$ cat src/design/owtsc_pkg.sv
// ---------------------------------------------------------------------------
// owtsc_pkg
// Types, constants and the CRC-8 step for the scratchpad check unit.
// ---------------------------------------------------------------------------
package owtsc_pkg;

  localparam int unsigned POS_W  = 4;
  localparam int unsigned FRAC_W = 14;
  localparam int unsigned INT_W  = 7;

  localparam logic [7:0]  CRC_POLY       = 8'h8C;
  localparam logic [15:0] TEMP_SIGN_MASK = 16'hF800;
  localparam logic [15:0] TEMP_INT_MASK  = 16'h07F0;
  localparam logic [15:0] TEMP_FRAC_MASK = 16'h000F;
  localparam logic [FRAC_W-1:0] FRAC_SCALE = 14'd625;

  localparam logic [POS_W-1:0] BYTE_TEMP_LOW  = 4'd0;
  localparam logic [POS_W-1:0] BYTE_TEMP_HIGH = 4'd1;
  localparam logic [POS_W-1:0] BYTE_ALARM_HI  = 4'd2;
  localparam logic [POS_W-1:0] BYTE_ALARM_LO  = 4'd3;
  localparam logic [POS_W-1:0] BYTE_CONFIG    = 4'd4;

  typedef struct packed {
    logic [7:0] data_byte;
    logic       start_of_read;
  } in_t;

  typedef struct packed {
    logic signed [15:0] temperature_raw;
    logic               crc_error;
    logic               sign_negative;
    logic [INT_W-1:0]   integer_part;
    logic [FRAC_W-1:0]  fraction_part;
    logic [7:0]         alarm_high_byte;
    logic [7:0]         alarm_low_byte;
    logic [7:0]         config_byte;
  } out_t;

  function automatic logic [7:0] crc8_update(input logic [7:0] crc, input logic [7:0] b);
    logic [7:0] c;
    c = crc ^ b;
    for (int i = 0; i < 8; i++) begin
      if (c[0]) begin
        c = (c >> 1) ^ CRC_POLY;
      end else begin
        c = c >> 1;
      end
    end
    return c;
  endfunction

endpackage

$ cat src/design/onewire_temp_scratchpad_check_unit.sv
// ---------------------------------------------------------------------------
// onewire_temp_scratchpad_check_unit
// Checks the CRC-8 of a sensor scratchpad read-back and decodes the temperature.
// ---------------------------------------------------------------------------
// An item is accepted in every cycle unless a finished result is held by out_stall.
// The result appears in the output register in the cycle after the last byte is accepted.
// The CRC step and temperature decode are one pass of logic between those registers.
// Reset leaves the unit idle, waiting for a start, with CRC and byte holds at zero.
module onewire_temp_scratchpad_check_unit
  import owtsc_pkg::*;
#(
  parameter int unsigned SCRATCHPAD_LENGTH = 9
) (
  input  logic clk,
  input  logic rst_n,
  input  logic in_valid,
  output logic in_stall,
  input  in_t  in_data,
  output logic out_valid,
  input  logic out_stall,
  output out_t out_data
);

  localparam logic [POS_W-1:0] LAST_POS = POS_W'(SCRATCHPAD_LENGTH - 1);
  localparam logic [POS_W-1:0] IDLE_POS = POS_W'(SCRATCHPAD_LENGTH);

  logic [POS_W-1:0] pos_r, pos_nxt, pos_cur;
  logic [7:0]       crc_r, crc_nxt, crc_cur;
  logic [7:0]       temp_low_r, temp_low_nxt;
  logic [7:0]       temp_high_r, temp_high_nxt;
  logic [7:0]       alarm_hi_r, alarm_hi_nxt;
  logic [7:0]       alarm_lo_r, alarm_lo_nxt;
  logic [7:0]       config_r, config_nxt;
  logic             out_valid_r;
  out_t             out_data_r, out_data_nxt;
  logic             in_fire, emit;
  logic [15:0]      raw, mag;

  assign in_stall = out_valid_r & out_stall;
  assign in_fire  = in_valid & ~in_stall;

  always_comb begin
    pos_cur       = in_data.start_of_read ? '0 : pos_r;
    crc_cur       = in_data.start_of_read ? '0 : crc_r;
    pos_nxt       = pos_r;
    crc_nxt       = crc_r;
    temp_low_nxt  = temp_low_r;
    temp_high_nxt = temp_high_r;
    alarm_hi_nxt  = alarm_hi_r;
    alarm_lo_nxt  = alarm_lo_r;
    config_nxt    = config_r;
    emit          = 1'b0;
    if (in_fire && (pos_cur < IDLE_POS)) begin
      case (pos_cur)
        BYTE_TEMP_LOW:  temp_low_nxt  = in_data.data_byte;
        BYTE_TEMP_HIGH: temp_high_nxt = in_data.data_byte;
        BYTE_ALARM_HI:  alarm_hi_nxt  = in_data.data_byte;
        BYTE_ALARM_LO:  alarm_lo_nxt  = in_data.data_byte;
        BYTE_CONFIG:    config_nxt    = in_data.data_byte;
        default: ;
      endcase
      pos_nxt = pos_cur + POS_W'(1);
      if (pos_cur == LAST_POS) begin
        crc_nxt = crc_cur;
        emit    = 1'b1;
      end else begin
        crc_nxt = crc8_update(crc_cur, in_data.data_byte);
      end
    end

    raw = {temp_high_nxt, temp_low_nxt};
    mag = raw[15] ? (~raw + 16'd1) : raw;
    out_data_nxt.temperature_raw = $signed(raw);
    out_data_nxt.crc_error       = (crc_cur != in_data.data_byte);
    out_data_nxt.sign_negative   = |(raw & TEMP_SIGN_MASK);
    out_data_nxt.integer_part    = INT_W'((mag & TEMP_INT_MASK) >> 4);
    out_data_nxt.fraction_part   = FRAC_W'(mag & TEMP_FRAC_MASK) * FRAC_SCALE;
    out_data_nxt.alarm_high_byte = alarm_hi_nxt;
    out_data_nxt.alarm_low_byte  = alarm_lo_nxt;
    out_data_nxt.config_byte     = config_nxt;
  end

  always_ff @(posedge clk) begin
    if (!rst_n) begin
      pos_r       <= IDLE_POS;
      crc_r       <= '0;
      temp_low_r  <= '0;
      temp_high_r <= '0;
      alarm_hi_r  <= '0;
      alarm_lo_r  <= '0;
      config_r    <= '0;
      out_valid_r <= 1'b0;
    end else begin
      pos_r       <= pos_nxt;
      crc_r       <= crc_nxt;
      temp_low_r  <= temp_low_nxt;
      temp_high_r <= temp_high_nxt;
      alarm_hi_r  <= alarm_hi_nxt;
      alarm_lo_r  <= alarm_lo_nxt;
      config_r    <= config_nxt;
      if (!out_valid_r || !out_stall) begin
        out_valid_r <= emit;
      end
    end
  end

  always_ff @(posedge clk) begin
    if (emit) begin
      out_data_r <= out_data_nxt;
    end
  end

  assign out_valid = out_valid_r;
  assign out_data  = out_data_r;

endmodule

$ cat config.mk
export PLATFORM = sky130hd
export DESIGN_NAME = onewire_temp_scratchpad_check_unit
export DESIGN_NICKNAME = d
export VERILOG_FILES = /design/src/design/owtsc_pkg.sv /design/src/design/onewire_temp_scratchpad_check_unit.sv
export SDC_FILE = /design/constraint.sdc
export NUM_CORES = 1
export LEC_CHECK = 0
export BUFFER_PORTS_ARGS = -buffer_cell sky130_fd_sc_hd__buf_4
export CAP_MARGIN = 10
export CORE_MARGIN = 3
export CORE_UTILIZATION = 30
export CTS_BUF_LIST = sky130_fd_sc_hd__clkbuf_8 sky130_fd_sc_hd__clkbuf_16
export CTS_CLUSTER_SIZE = 14
export DETAILED_ROUTE_END_ITERATION = 6
export SLEW_MARGIN = 20
export SYNTH_ARGS = -nofsm -noshare
export SYNTH_HDL_FRONTEND = slang
export SYNTH_SLANG_ARGS = --single-unit
export TNS_END_PERCENT = 10
$ cat constraint.sdc
create_clock -name clk -period 7.4 [get_ports clk]
set_clock_uncertainty 0.2 [all_clocks]
set_input_delay 1.48 -clock clk [delete_from_list [all_inputs] [get_ports clk]]
set_output_delay 1.48 -clock clk [all_outputs]
set_load 0.01 [all_outputs]
Word-level counts from Yosys, hierarchy flattened
Cells that the tools add are included.
Cells by class
  equality and inequality tests: 6
  order comparisons: 1
  add/subtract/negate cells: 2
  divide/modulo/power cells: 0
  shift operators: 0
  muxes and demuxes: 38
  bitwise logic cells: 13
  multipliers: 1
  reductions and logical operators: 6
Operators by type and width (count)
  two-way mux 8 bit: 34
  NOT 2 -> 3 bit: 8
  multiplier 4 x 10 -> 14 bit, second input constant: 1
  adder 11 x 1 -> 11 bit, second input constant: 1
  two-way mux 11 bit: 1
  NOT 11 bit: 1
  == test 4 x 2 -> 1 bit, second input constant: 2
  inequality test 8 bit: 1
  bitwise XOR 8 bit: 1
  OR reduction 5 bit: 1
  adder 4 x 1 -> 4 bit, second input constant: 1
  == test 4 x 1 -> 1 bit, second input constant: 1
  == test 4 x 3 -> 1 bit, second input constant: 1
  == test 4 bit, second input constant: 1
  zero test 4 bit: 1
  < comparator 4 bit, second input constant: 1
  two-way mux 4 bit: 1
  AND 1 bit: 2
  zero test 1 bit: 2
  two-way mux 1 bit: 2
  logical AND 1 bit: 1
  logical OR 1 bit: 1
  NOT 1 bit: 1
Word-level totals
  memory bits (writable): 0
  logic and storage cells: 83
  bits in latches: 0
  ROM bits: 0
  memories: 0
  register bits: 116

Logic depth before layout (Yosys ltp)
Gate-level depths: netlist of the first run.
  depth in word-level cells: 33
  depth in mapped cells: 23
  gate-level depth less buffers: 20

Least setup slack after synthesis of the first run
OpenSTA, ideal clock, no wires.
  path type: input to register
  from: input port in_data[0] in the netlist's numbering
  to: register out_data_r (netlist bit out_data[0]), enable pin
  buffers on the path: 2
  slack: 28 ps
  data required time: 6642 ps
  stages: 7
  arrival: 6614 ps
  setup time: 558 ps
  path through: buf_6 -> clkbuf_1 -> nor2b_1 -> inv_1 -> ha_1 -> nand2_1 -> nor3_1
Between the ends
  word-level cells in the longest chain between the ends: 4
  elaborated cells on any way between the ends: 6
RTL lines
  from (decl): RTL line onewire_temp_scratchpad_check_unit.sv:18  | input in_t in_data,
  two-way mux 4 bit (*): RTL line onewire_temp_scratchpad_check_unit.sv:43  | pos_cur = in_data.start_of_read ? '0 : pos_r;
  < comparator 4 bit / == test 4 bit (equally long branches): RTL line onewire_temp_scratchpad_check_unit.sv:53, onewire_temp_scratchpad_check_unit.sv:63
  logical AND 1 bit / two-way mux 1 bit (equally long branches): RTL line onewire_temp_scratchpad_check_unit.sv:53, onewire_temp_scratchpad_check_unit.sv:63
  two-way mux 1 bit (*): RTL line onewire_temp_scratchpad_check_unit.sv:53  | if (in_fire && (pos_cur < IDLE_POS)) begin
  net emit: RTL line onewire_temp_scratchpad_check_unit.sv:36  | logic in_fire, emit;
  to (signal assigned): RTL line onewire_temp_scratchpad_check_unit.sv:109  | out_data_r <= out_data_nxt;
  to (decl): RTL line onewire_temp_scratchpad_check_unit.sv:35  | out_t out_data_r, out_data_nxt;
Mark *: on every way through the listed nets, which the timed path passes. The rest lies on a longest branch.
A chain may end at the register's enable or synchronous reset.

==> metrics, run 1 <==
Sum Neg Setup Slack 0 ps; reg-to-reg slack, setup 2440 ps; Synth Net Count 472; Crit Path Class in2reg; Crit path largest cell delay 400 ps; Mapped Area 5373 µm²; non-filler cells, final 752; CP max-delay cell fa_1; most common cell after layout, fill and taps aside buf_4; Avg WL per Cell 15.15 µm; Yosys warning count 0; Die W 139.8 µm; worst-margin pin slew 784.7 ps; vias per cell 4.565; Post-synth EDFFs 61; Die Span Y 139.8 µm; ANT nets after route 0; gpl congestion 0.8015; DRC 0; IO Pins 78; Clk Latency, worst-skew pair 410 ps; Tmin final 5870 ps; Initial Util 30.85%; Num CTS Buffers 17; Max Slew Vio Count 0; cell mode on critical path ha_1; # Max-Cap Violations 0; DRT iter0 DRCs 204; cts hold-fix bufs 0; Synth Area per Inst 12.27 µm²; FP Rows 48; number of diodes 0; Yosys top cell area share 34.09%; endpoint type of the worst setup path register; status finished, final reports clean; largest area contributor in the netlist edfxtp_1; Util after Layout 38.53%; Peak supply drop 0.1581 mV; Yosys reg bits 114; Hold/Removal Path Class reg2reg; slew margin rel. 46.65%; cts repair resizes 0; share of cells above drive strength 1 30.93%; core area 17420 µm²; Final nets 548; Max Freq 170.4 MHz; Hold Violations, Final 0; post-route setup slack 1530 ps; Mapped Cells 438; CTS sink count 114; Area contributors post-synth edfxtp_1, dfxtp_1, mux2_2, xnor2_1, ha_1; port bufs 77; total gr overflow 0; clock-pin slew on the worst setup and hold paths 50 ps; P&R area growth vs syn 24.90%; Die Area 19550 µm²; most frequent cells in the layout buf_4, edfxtp_1, dfxtp_1, nor2_1; initial antenna violation count 0; critical-path cell list buf_4 > nor2b_1 > inv_1 > ha_1 > nand3_4 > mux2i_1 > ha_1 > nand2b_1 > mux2i_1 > xor2_2 > inv_2 > ha_1 > ha_1 > ha_1 > fa_1 > a21oi_1 > nor2_1 > nor2_1 > nor2b_1 > o21ai_2 > xnor2_1; period utilisation layout 79.32%; sequential area share after synthesis 53.84%; Worst EP required 7350 ps; largest net degree at the start of global routing 37; via count 3433; clk buf depth 2; drt first pass iters 4; CP Launch Type input pin; final wirelength 11400 µm; global-route wire length before repair 18080 µm; CTS tree yes; Setup WS pre-CTS 1116 ps; P per Cell Area 273.0 nW/µm²; Post-CTS Setup Bufs 0; RSZ-0062 raised after global routing no; share of synthesized registers carrying an async set or reset 0%; Netlist cell types 70; critical path peak fanout 23; ys flop type edfxtp_1; Worst EP arrival 5820 ps; leakage 2.831 nW; final setup fails 0; DP Wirelength 7755 µm; Root Buffer clkbuf_16; placed insts 720; Max H-tree Level 4; number of global-route vias before repair 3412; Tot GR Track Use 11.92%
==> cell families (layout without fill, tap and decap cells) <==
family | count (synthesis) | count (layout) | share of synthesized area [%]
buf+inv | 46 | 135 | 5.077
fa+ha+maj | 21 | 21 | 5.310
xor+xnor | 39 | 39 | 7.546
compound gates | 48 | 48 | 6.055
simple gates | 126 | 126 | 12.97
flops | 114 | 114 | 53.84
mux | 44 | 44 | 9.199
==> per-stage QoR <==
step,power [mW],instance area [µm²],hold WS [ps]
2_1_floorplan,0.9023,5373,256.5
3_3_place_gp,0.9561,6070,288.5
3_5_place_dp,0.9626,6070,296.3
4_1_cts,1.855,6710,314.2
5_1_grt,1.914,6710,344.9
6_report,1.832,6710,319.1
==> layer usage <==
metal | up-vias | track usage (%) | part of all wire, %
met1 | 1660 | 15.20 | 44
met4 | 0 | 5.048 | 1.4
met5 | - | 0 | 0
met2 | 88 | 18.79 | 48
li1 | 1673 | - | -
met3 | 12 | 3.643 | 5.9
==> final cells by class <==
cell class                      instances  area [µm²]
Clock buffer                           17       425.4
Clock inverter                         15       215.2
Fill cell                            1697       10710
Inverter                               24       90.09
Multi-Input combinational cell        278        2212
Sequential cell                       114        2893
Tap cell                              225       281.5
Timing Repair Buffer                   79       593.1
==> power by group <==
| group | switching [mW] | internal (mW) |
|---|---|---|
| sequential | 0.0168 | 0.699 |
| clock | 0.291 | 0.594 |
| combinational | 0.127 | 0.105 |
==> synthesized netlist by cell type (4+ instances only) <==
| cell type | n |
|---|---|
| a21oi_1 | 17 |
| a31oi_1 | 4 |
| and2_1 | 29 |
| buf_2 | 4 |
| clkbuf_1 | 9 |
| dfxtp_1 | 53 |
| edfxtp_1 | 61 |
| ha_1 | 18 |
| inv_1 | 21 |
| mux2_2 | 29 |
| mux2i_1 | 12 |
| nand2_1 | 19 |
| nand2b_1 | 5 |
| nand3_1 | 4 |
| nor2_1 | 36 |
| nor2b_1 | 7 |
| nor3_1 | 4 |
| o21ai_0 | 5 |
| o31ai_1 | 4 |
| xnor2_1 | 28 |
| xor2_1 | 6 |
==> worst max-delay path, delay by kind of cell <==
kind | cells | cell delay, ps
mux | 2 | 450
simple gates | 6 | 1000
buf+inv | 3 | 450
xor+xnor | 2 | 340
fa+ha+maj | 6 | 1800
compound gates | 2 | 280
==> worst paths after layout <==
check	startpoint	end	cells after the start
setup / recovery	in_data[0]	out_data[36]	21
hold reg to reg	pos_r[1]	pos_r[1]	2
setup reg to reg	pos_r[0]	out_data[36]	20
hold / removal	pos_r[1]	pos_r[1]	2
==> flip-flops by register name, indices dropped and copies added (netlist names) <==
name / count
alarm_hi_r: 8
alarm_lo_r: 8
config_r: 8
crc_r: 8
out_data: 61
out_valid: 1
pos_r: 4
temp_high_r: 8
temp_low_r: 8
Power figures use the tool's default switching activity.
==> inputs of run 2 (changes only) <==
--- a/config.mk
+++ b/config.mk
@@ -5,6 +5,7 @@
 export SDC_FILE = /design/constraint.sdc
 export NUM_CORES = 1
 export LEC_CHECK = 0
+export ABC_AREA = 1
 export BUFFER_PORTS_ARGS = -buffer_cell sky130_fd_sc_hd__buf_4
 export CAP_MARGIN = 10
 export CORE_MARGIN = 3
==> constraint.sdc (replaced) <==
create_clock -name clk -period 5.15 [get_ports clk]
set_clock_uncertainty 0.2 [all_clocks]
set_input_delay 1.03 -clock clk [delete_from_list [all_inputs] [get_ports clk]]
set_output_delay 1.03 -clock clk [all_outputs]
set_load 0.01 [all_outputs]
==> run 2 against run 1 <==
- die area decreased by 1.6%
- register-to-register slack worse by 1600 ps
- non-clock buffer count rose by 8
- design area about the same
==> metrics, run 2 <==
clk buf depth 2 (unchanged); Num CTS Buffers 17 (unchanged); largest net degree at the start of global routing 47 (+27%); worst-margin pin slew 991.0 ps (+206.4 ps); largest family of logic cells by synthesized area simple AND/OR/NAND/NOR gates; Mapped Area 5283 µm² (-1.7%); cell count of the worst reg-to-reg path 24 (+20%); filler instances 1673 (-1.4%); vias per cell 4.253 (-6.8%); cts hold-fix bufs 0 (unchanged); via count 3806 (+11%); Hold Violations, Final 0 (unchanged); Tmin final 4688 ps; Synth Area in Simple Gates 17.72% (+4.7 points); global-route wire length before repair 19220 µm (+6.3%); # Max-Cap Violations 0 (unchanged); Max Freq 213.3 MHz; total gr overflow 0 (unchanged); max FFs per register 61 (unchanged); Die Span Y 138.7 µm (-0.81%); Worst EP arrival 4650 ps (-1170 ps); slew margin rel. 33.69% (-13 points); CTS sink count 114 (unchanged); P&R area growth vs syn 27.00%; core area 16880 µm² (-3.1%); most common cell after layout, fill and taps aside nand2_1; Area after DPL 6122 µm² (+0.87%); leakage 3.268 nW (+15%); CP Launch Type input pin; xor/xnor share of the synthesized area 3.648% (-3.9 points); Synth Net Count 608 (+29%); clock-pin slew on the worst setup and hold paths 50 ps (about the same); Hold/Removal Path Class reg2reg; count leader, synth nand2_1; IO Pins 78 (unchanged); Yosys reg bits 114 (unchanged); port bufs 77 (unchanged); Yosys warning count 0 (unchanged); gpl congestion 0.8616 (+7.5%); Synth Area in Adders 5.400% (+0.091 points); Post-synth EDFFs 61 (unchanged); largest area contributor in the netlist edfxtp_1; Sum Neg Setup Slack 0 ps (unchanged); critical path peak fanout 12 (-48%); most frequent cells in the layout nand2_1, inv_1, buf_4, edfxtp_1, nor2_1; Seq. cell area 2893 µm² (unchanged); Area contributors post-synth edfxtp_1, dfxtp_1, nand2_1, inv_1, ha_1; Clk Latency, worst-skew pair 410 ps (about the same); top cell types by occurrence after synthesis nand2_1, inv_1, edfxtp_1, nor2_1, dfxtp_1; post-synthesis mux area share 0% (-9.2 points); DRT iter0 DRCs 291 (+43%); Tot GR Track Use 12.57% (+0.66 points); number of diodes 0 (unchanged); Yosys top cell area share 34.68% (+0.58 points); Post-CTS Setup Bufs 0 (unchanged); Final Cell Area 6709 µm² (about the same); total power 2.606 mW (+42%); ANT nets after route 0 (unchanged); RSZ-0062 raised after global routing no; Peak supply drop 0.2344 mV (+48%); Avg WL per Cell 12.95 µm (-15%); status finished, final reports clean; FP Rows 47 (-2.1%); Synth Area per Inst 9.203 µm² (-25%); CTS tree yes; Root Buffer clkbuf_16; cts repair resizes 0 (unchanged); DP Wirelength 8045 µm (+3.7%); Mapped Cells 574 (+31%); share of cells above drive strength 1 22.07% (-8.9 points); Multi-input gate area 1868 µm² (-16%); Die W 138.7 µm (-0.81%); Die Area 19240 µm² (-1.6%); ys flop type edfxtp_1; final wirelength 11590 µm (+1.7%); drt first pass iters 4 (unchanged); Max H-tree Level 4 (unchanged); Final nets 696 (+27%); P per Cell Area 388.4 nW/µm² (+42%); post-synthesis compound-gate area fraction 8.385% (+2.3 points); initial antenna violation count 0 (unchanged); DRC 0 (unchanged); final setup fails 0 (unchanged); period utilisation layout 91.02%; sequential area share after synthesis 54.76% (+0.92 points); share of synthesized registers carrying an async set or reset 0% (unchanged); Min-Delay Path Depth 2 (unchanged); endpoint type of the worst setup path register; Worst EP required 5110 ps (-2240 ps); Netlist cell types 35 (-50%); Crit Path Class in2reg; Hold WS 266.8 ps (-52.30 ps); Initial Util 31.30% (+0.45 points); number of global-route vias before repair 3701 (+8.5%); Max Slew Vio Count 0 (unchanged)
## run 2: cell families (layout without fill, tap and decap cells)
family | count (synthesis) | after routing
buf+inv | 130 | 231
xor+xnor | 22 | 22
compound gates | 68 | 68
simple gates | 219 | 219
fa+ha+maj | 21 | 21
flops | 114 | 114
## run 2: routing by layer
| layer | vias up | track usage, % | share of wire, % |
|---|---|---|---|
| met5 | - | 0 | 0 |
| met4 | 0 | 4.634 | 1.6 |
| met3 | 15 | 3.241 | 4.0 |
| met2 | 70 | 20.27 | 47 |
| met1 | 1727 | 16.36 | 47 |
| li1 | 1994 | - | - |
## run 2: path summary, 6_finish.rpt
check                            startpoint            to  slack (ps)
worst max-delay path             in_data[0]  out_data[36]         460
worst min-delay path            config_r[4]   config_r[4]         270
worst max register to register     pos_r[1]  out_data[36]         860
worst min register to register  config_r[4]   config_r[4]         270
## run 2: final cells by class
class | count | share of cell area [%]
Clock buffer | 21 | 7.497
Clock inverter | 11 | 1.250
Inverter | 112 | 6.266
Multi-Input combinational cell | 330 | 27.84
Sequential cell | 114 | 43.12
Tap cell | 220 | 4.103
Timing Repair Buffer | 87 | 9.922
## run 2: where the power goes
| part | switching (mW) | total (mW) | internal (mW) |
|---|---|---|---|
| clock network | 0.399 | 1.14 | 0.738 |
| registers | 0.0166 | 1.04 | 1.03 |
| logic | 0.269 | 0.428 | 0.159 |
## run 2: critical path: stages
cell and delay (ps):
buf_4 130, nor2_1 140, inv_1 80, ha_1 270
nand2_1 150, nand2_1 90, nand2_2 80, inv_2 40
nand2_2 120, nand2_1 80, o21ai_2 120, inv_2 70
buf_4 180, nand3_1 90, nand2_1 120, fa_1 500
inv_1 40, ha_1 330, fa_1 470, nand3_1 110
nand3_1 100, a21o_1 190, nand3_1 80, nand2_1 50
## run 2: metrics by stage
stage,utilization [%],cells,setup slack (ps)
after detailed placement,36.27,863,24.73
after global routing,39.75,895,174.0
after global placement,36.27,863,130.3
after floorplan,-,574,95.56
final,39.75,895,462.3
after CTS,39.75,895,456.9
==> inputs of run 3 (changes only) <==
--- a/config.mk
+++ b/config.mk
@@ -13,6 +13,7 @@
 export CTS_BUF_LIST = sky130_fd_sc_hd__clkbuf_8 sky130_fd_sc_hd__clkbuf_16
 export CTS_CLUSTER_SIZE = 14
 export DETAILED_ROUTE_END_ITERATION = 6
+export PLACE_DENSITY = 0.59
 export SLEW_MARGIN = 20
 export SYNTH_ARGS = -nofsm -noshare
 export SYNTH_HDL_FRONTEND = slang
==> run 3 against run 2 <==
- clock power hardly changed
- die area stayed put
- critical path depth stayed put
- total power is 0.13% higher
- wire length is 0.15% higher
- global-route usage hardly changed
- non-clock buffer count stayed put
- first-iteration DRC count is 7.9% lower
- combinational power hardly changed
- fmax is 0.65% lower
- sequential cell count stayed put
- largest cell class unchanged
- largest power group unchanged
- highest routed layer unchanged
==> metrics, run 3 (synthesis gave the netlist of run 2 again) <==
CP Launch Type input pin; gpl congestion 0.8223 (-4.6%); clk buf depth 2 (unchanged); largest net degree at the start of global routing 46 (-2.1%); CTS tree yes; Die W 138.7 µm (unchanged); post-route setup slack 431.6 ps (-30.64 ps); Hold/Removal Path Class reg2reg; ANT nets after route 0 (unchanged); Tot GR Track Use 12.55% (-0.022 points); global-route wire length before repair 18910 µm (-1.6%); slew margin rel. 33.57% (-0.11 points); port bufs 77 (unchanged); share of cells above drive strength 1 22.07% (unchanged); RSZ-0062 raised after global routing no; Worst EP arrival 4680 ps (+30 ps); cell count of the worst reg-to-reg path 24 (unchanged); Max H-tree Level 4 (unchanged); Die Span Y 138.7 µm (unchanged); vias per cell 4.223 (-0.68%); IO Pins 78 (unchanged); Min-Delay Path Depth 2 (unchanged); number of global-route vias before repair 3596 (-2.8%); Final nets 696 (unchanged); reg-to-reg slack, setup 840 ps (-20 ps); DRT iter0 DRCs 268 (-7.9%); cts repair resizes 0 (unchanged); P&R area growth vs syn 26.67%; Hold Violations, Final 0 (unchanged); Hold Startpoint config_r[2]; via count 3780 (-0.68%); worst r2r src pos_r[1]; core area 16880 µm² (unchanged); Max Slew Vio Count 0 (unchanged); endpoint type of the worst setup path register; leakage 3.258 nW (-0.32%); Setup WS pre-CTS 5.580 ps (-19.15 ps); clock-pin slew on the worst setup and hold paths 50 ps (about the same); Num CTS Buffers 17 (unchanged); cts hold-fix bufs 0 (unchanged); Hold WS 267.4 ps (+0.6240 ps); total power 2.609 mW (+0.13%); Die Area 19240 µm² (unchanged); final wirelength 11610 µm (+0.15%); max FFs per register 61 (unchanged); total gr overflow 0 (unchanged); Crit Path Class in2reg; most frequent cells in the layout nand2_1, inv_1, buf_4, edfxtp_1, nor2_1; # Max-Cap Violations 0 (unchanged); Clk Latency, worst-skew pair 420 ps (about the same); Post-CTS Setup Bufs 0 (unchanged); number of diodes 0 (unchanged); Initial Util 31.30% (unchanged); Sum Neg Setup Slack 0 ps (unchanged); drt first pass iters 4 (unchanged); period utilisation layout 91.62% (+0.60 points); Avg WL per Cell 12.97 µm (+0.15%); Tmin final 4718 ps (+30.64 ps); Max Freq 211.9 MHz (-0.65%); Peak supply drop 0.2329 mV (-0.63%); critical path peak fanout 12 (unchanged); DRC 0 (unchanged); initial antenna violation count 0 (unchanged); Root Buffer clkbuf_16; most common cell after layout, fill and taps aside nand2_1; P per Cell Area 389.9 nW/µm² (+0.39%); DP Wirelength 8023 µm (-0.27%); FP Rows 47 (unchanged); Worst EP required 5110 ps (about the same); CTS sink count 114 (unchanged); final setup fails 0 (unchanged); worst-margin pin slew 992.7 ps (+1.705 ps); RR Endpoint out_data[36]; hold endpoint config_r[2]; status finished, final reports clean; filler instances 1648 (-1.5%)
==> run 3: changes by cell type in the layout (fill, tap and decap cells not counted), sizes merged <==
cell      previous run  this run
bufinv               1         2
inv                115       114
clkinvlp             2         3
clkbuf              21        20
==> run 3: how the worst max path moves through the flow <==
stage / cells past startpoint / startpoint / endpoint / slack [ps]
floorplan: 24 / in_data[0] / out_data[36] / 100
global placement: 24 / in_data[0] / out_data[36] / 140
detailed placement: 24 / in_data[0] / out_data[36] / 6
CTS: 24 / in_data[0] / out_data[36] / 450
global route: 24 / in_data[0] / out_data[36] / 90
finish: 24 / in_data[0] / out_data[36] / 430
==> run 3: power breakdown <==
part | internal, mW | leakage [nW] | total, mW | switching [mW]
Sequential | 1.03 | 1.00 | 1.04 | 0.0163
Combinational | 0.157 | 1.97 | 0.428 | 0.271
Clock | 0.740 | 0.290 | 1.14 | 0.400
==> run 3: final cells by class <==
type / count / area, µm² / area share, %
multi-input combinational: 330 / 1868 / 27.92
sequential: 114 / 2893 / 43.23
clock buffer: 20 / 466.7 / 6.975
clock inverter: 12 / 115.1 / 1.720
inverter: 112 / 420.4 / 6.283
tap: 220 / 275.3 / 4.114
timing repair buffer: 87 / 653.1 / 9.761
==> run 3: critical path: stages <==
cell and delay, ps:
buf_4 130, nor2_1 210, inv_1 100, ha_1 280
nand2_1 150, nand2_1 80, nand2_2 70, inv_2 40
nand2_2 70, nand2_1 70, o21ai_2 120, inv_2 70
buf_4 180, nand3_1 90, nand2_1 110, fa_1 490
inv_1 50, ha_1 330, fa_1 470, nand3_1 100
nand3_1 100, a21o_1 190, nand3_1 80, nand2_1 60
==> run 3: per-layer routing <==
layer  vias to the layer above  part of all wire, %  track usage [%]
met2                        62                   46            19.71
met3                        11                  3.6            3.552
li1                       1998                    -                -
met5                         -                    0                0
met1                      1709                   49            16.26
met4                         0                  1.2            5.407
==> run 3: metrics by stage <==
step	area, µm²	util, %	std cells
final	6691	39.65	895
after global routing	6691	39.65	895
after CTS	6691	39.65	895
after detailed placement	6110	36.20	863
after global placement	6110	36.20	863
after floorplan	5288	-	574
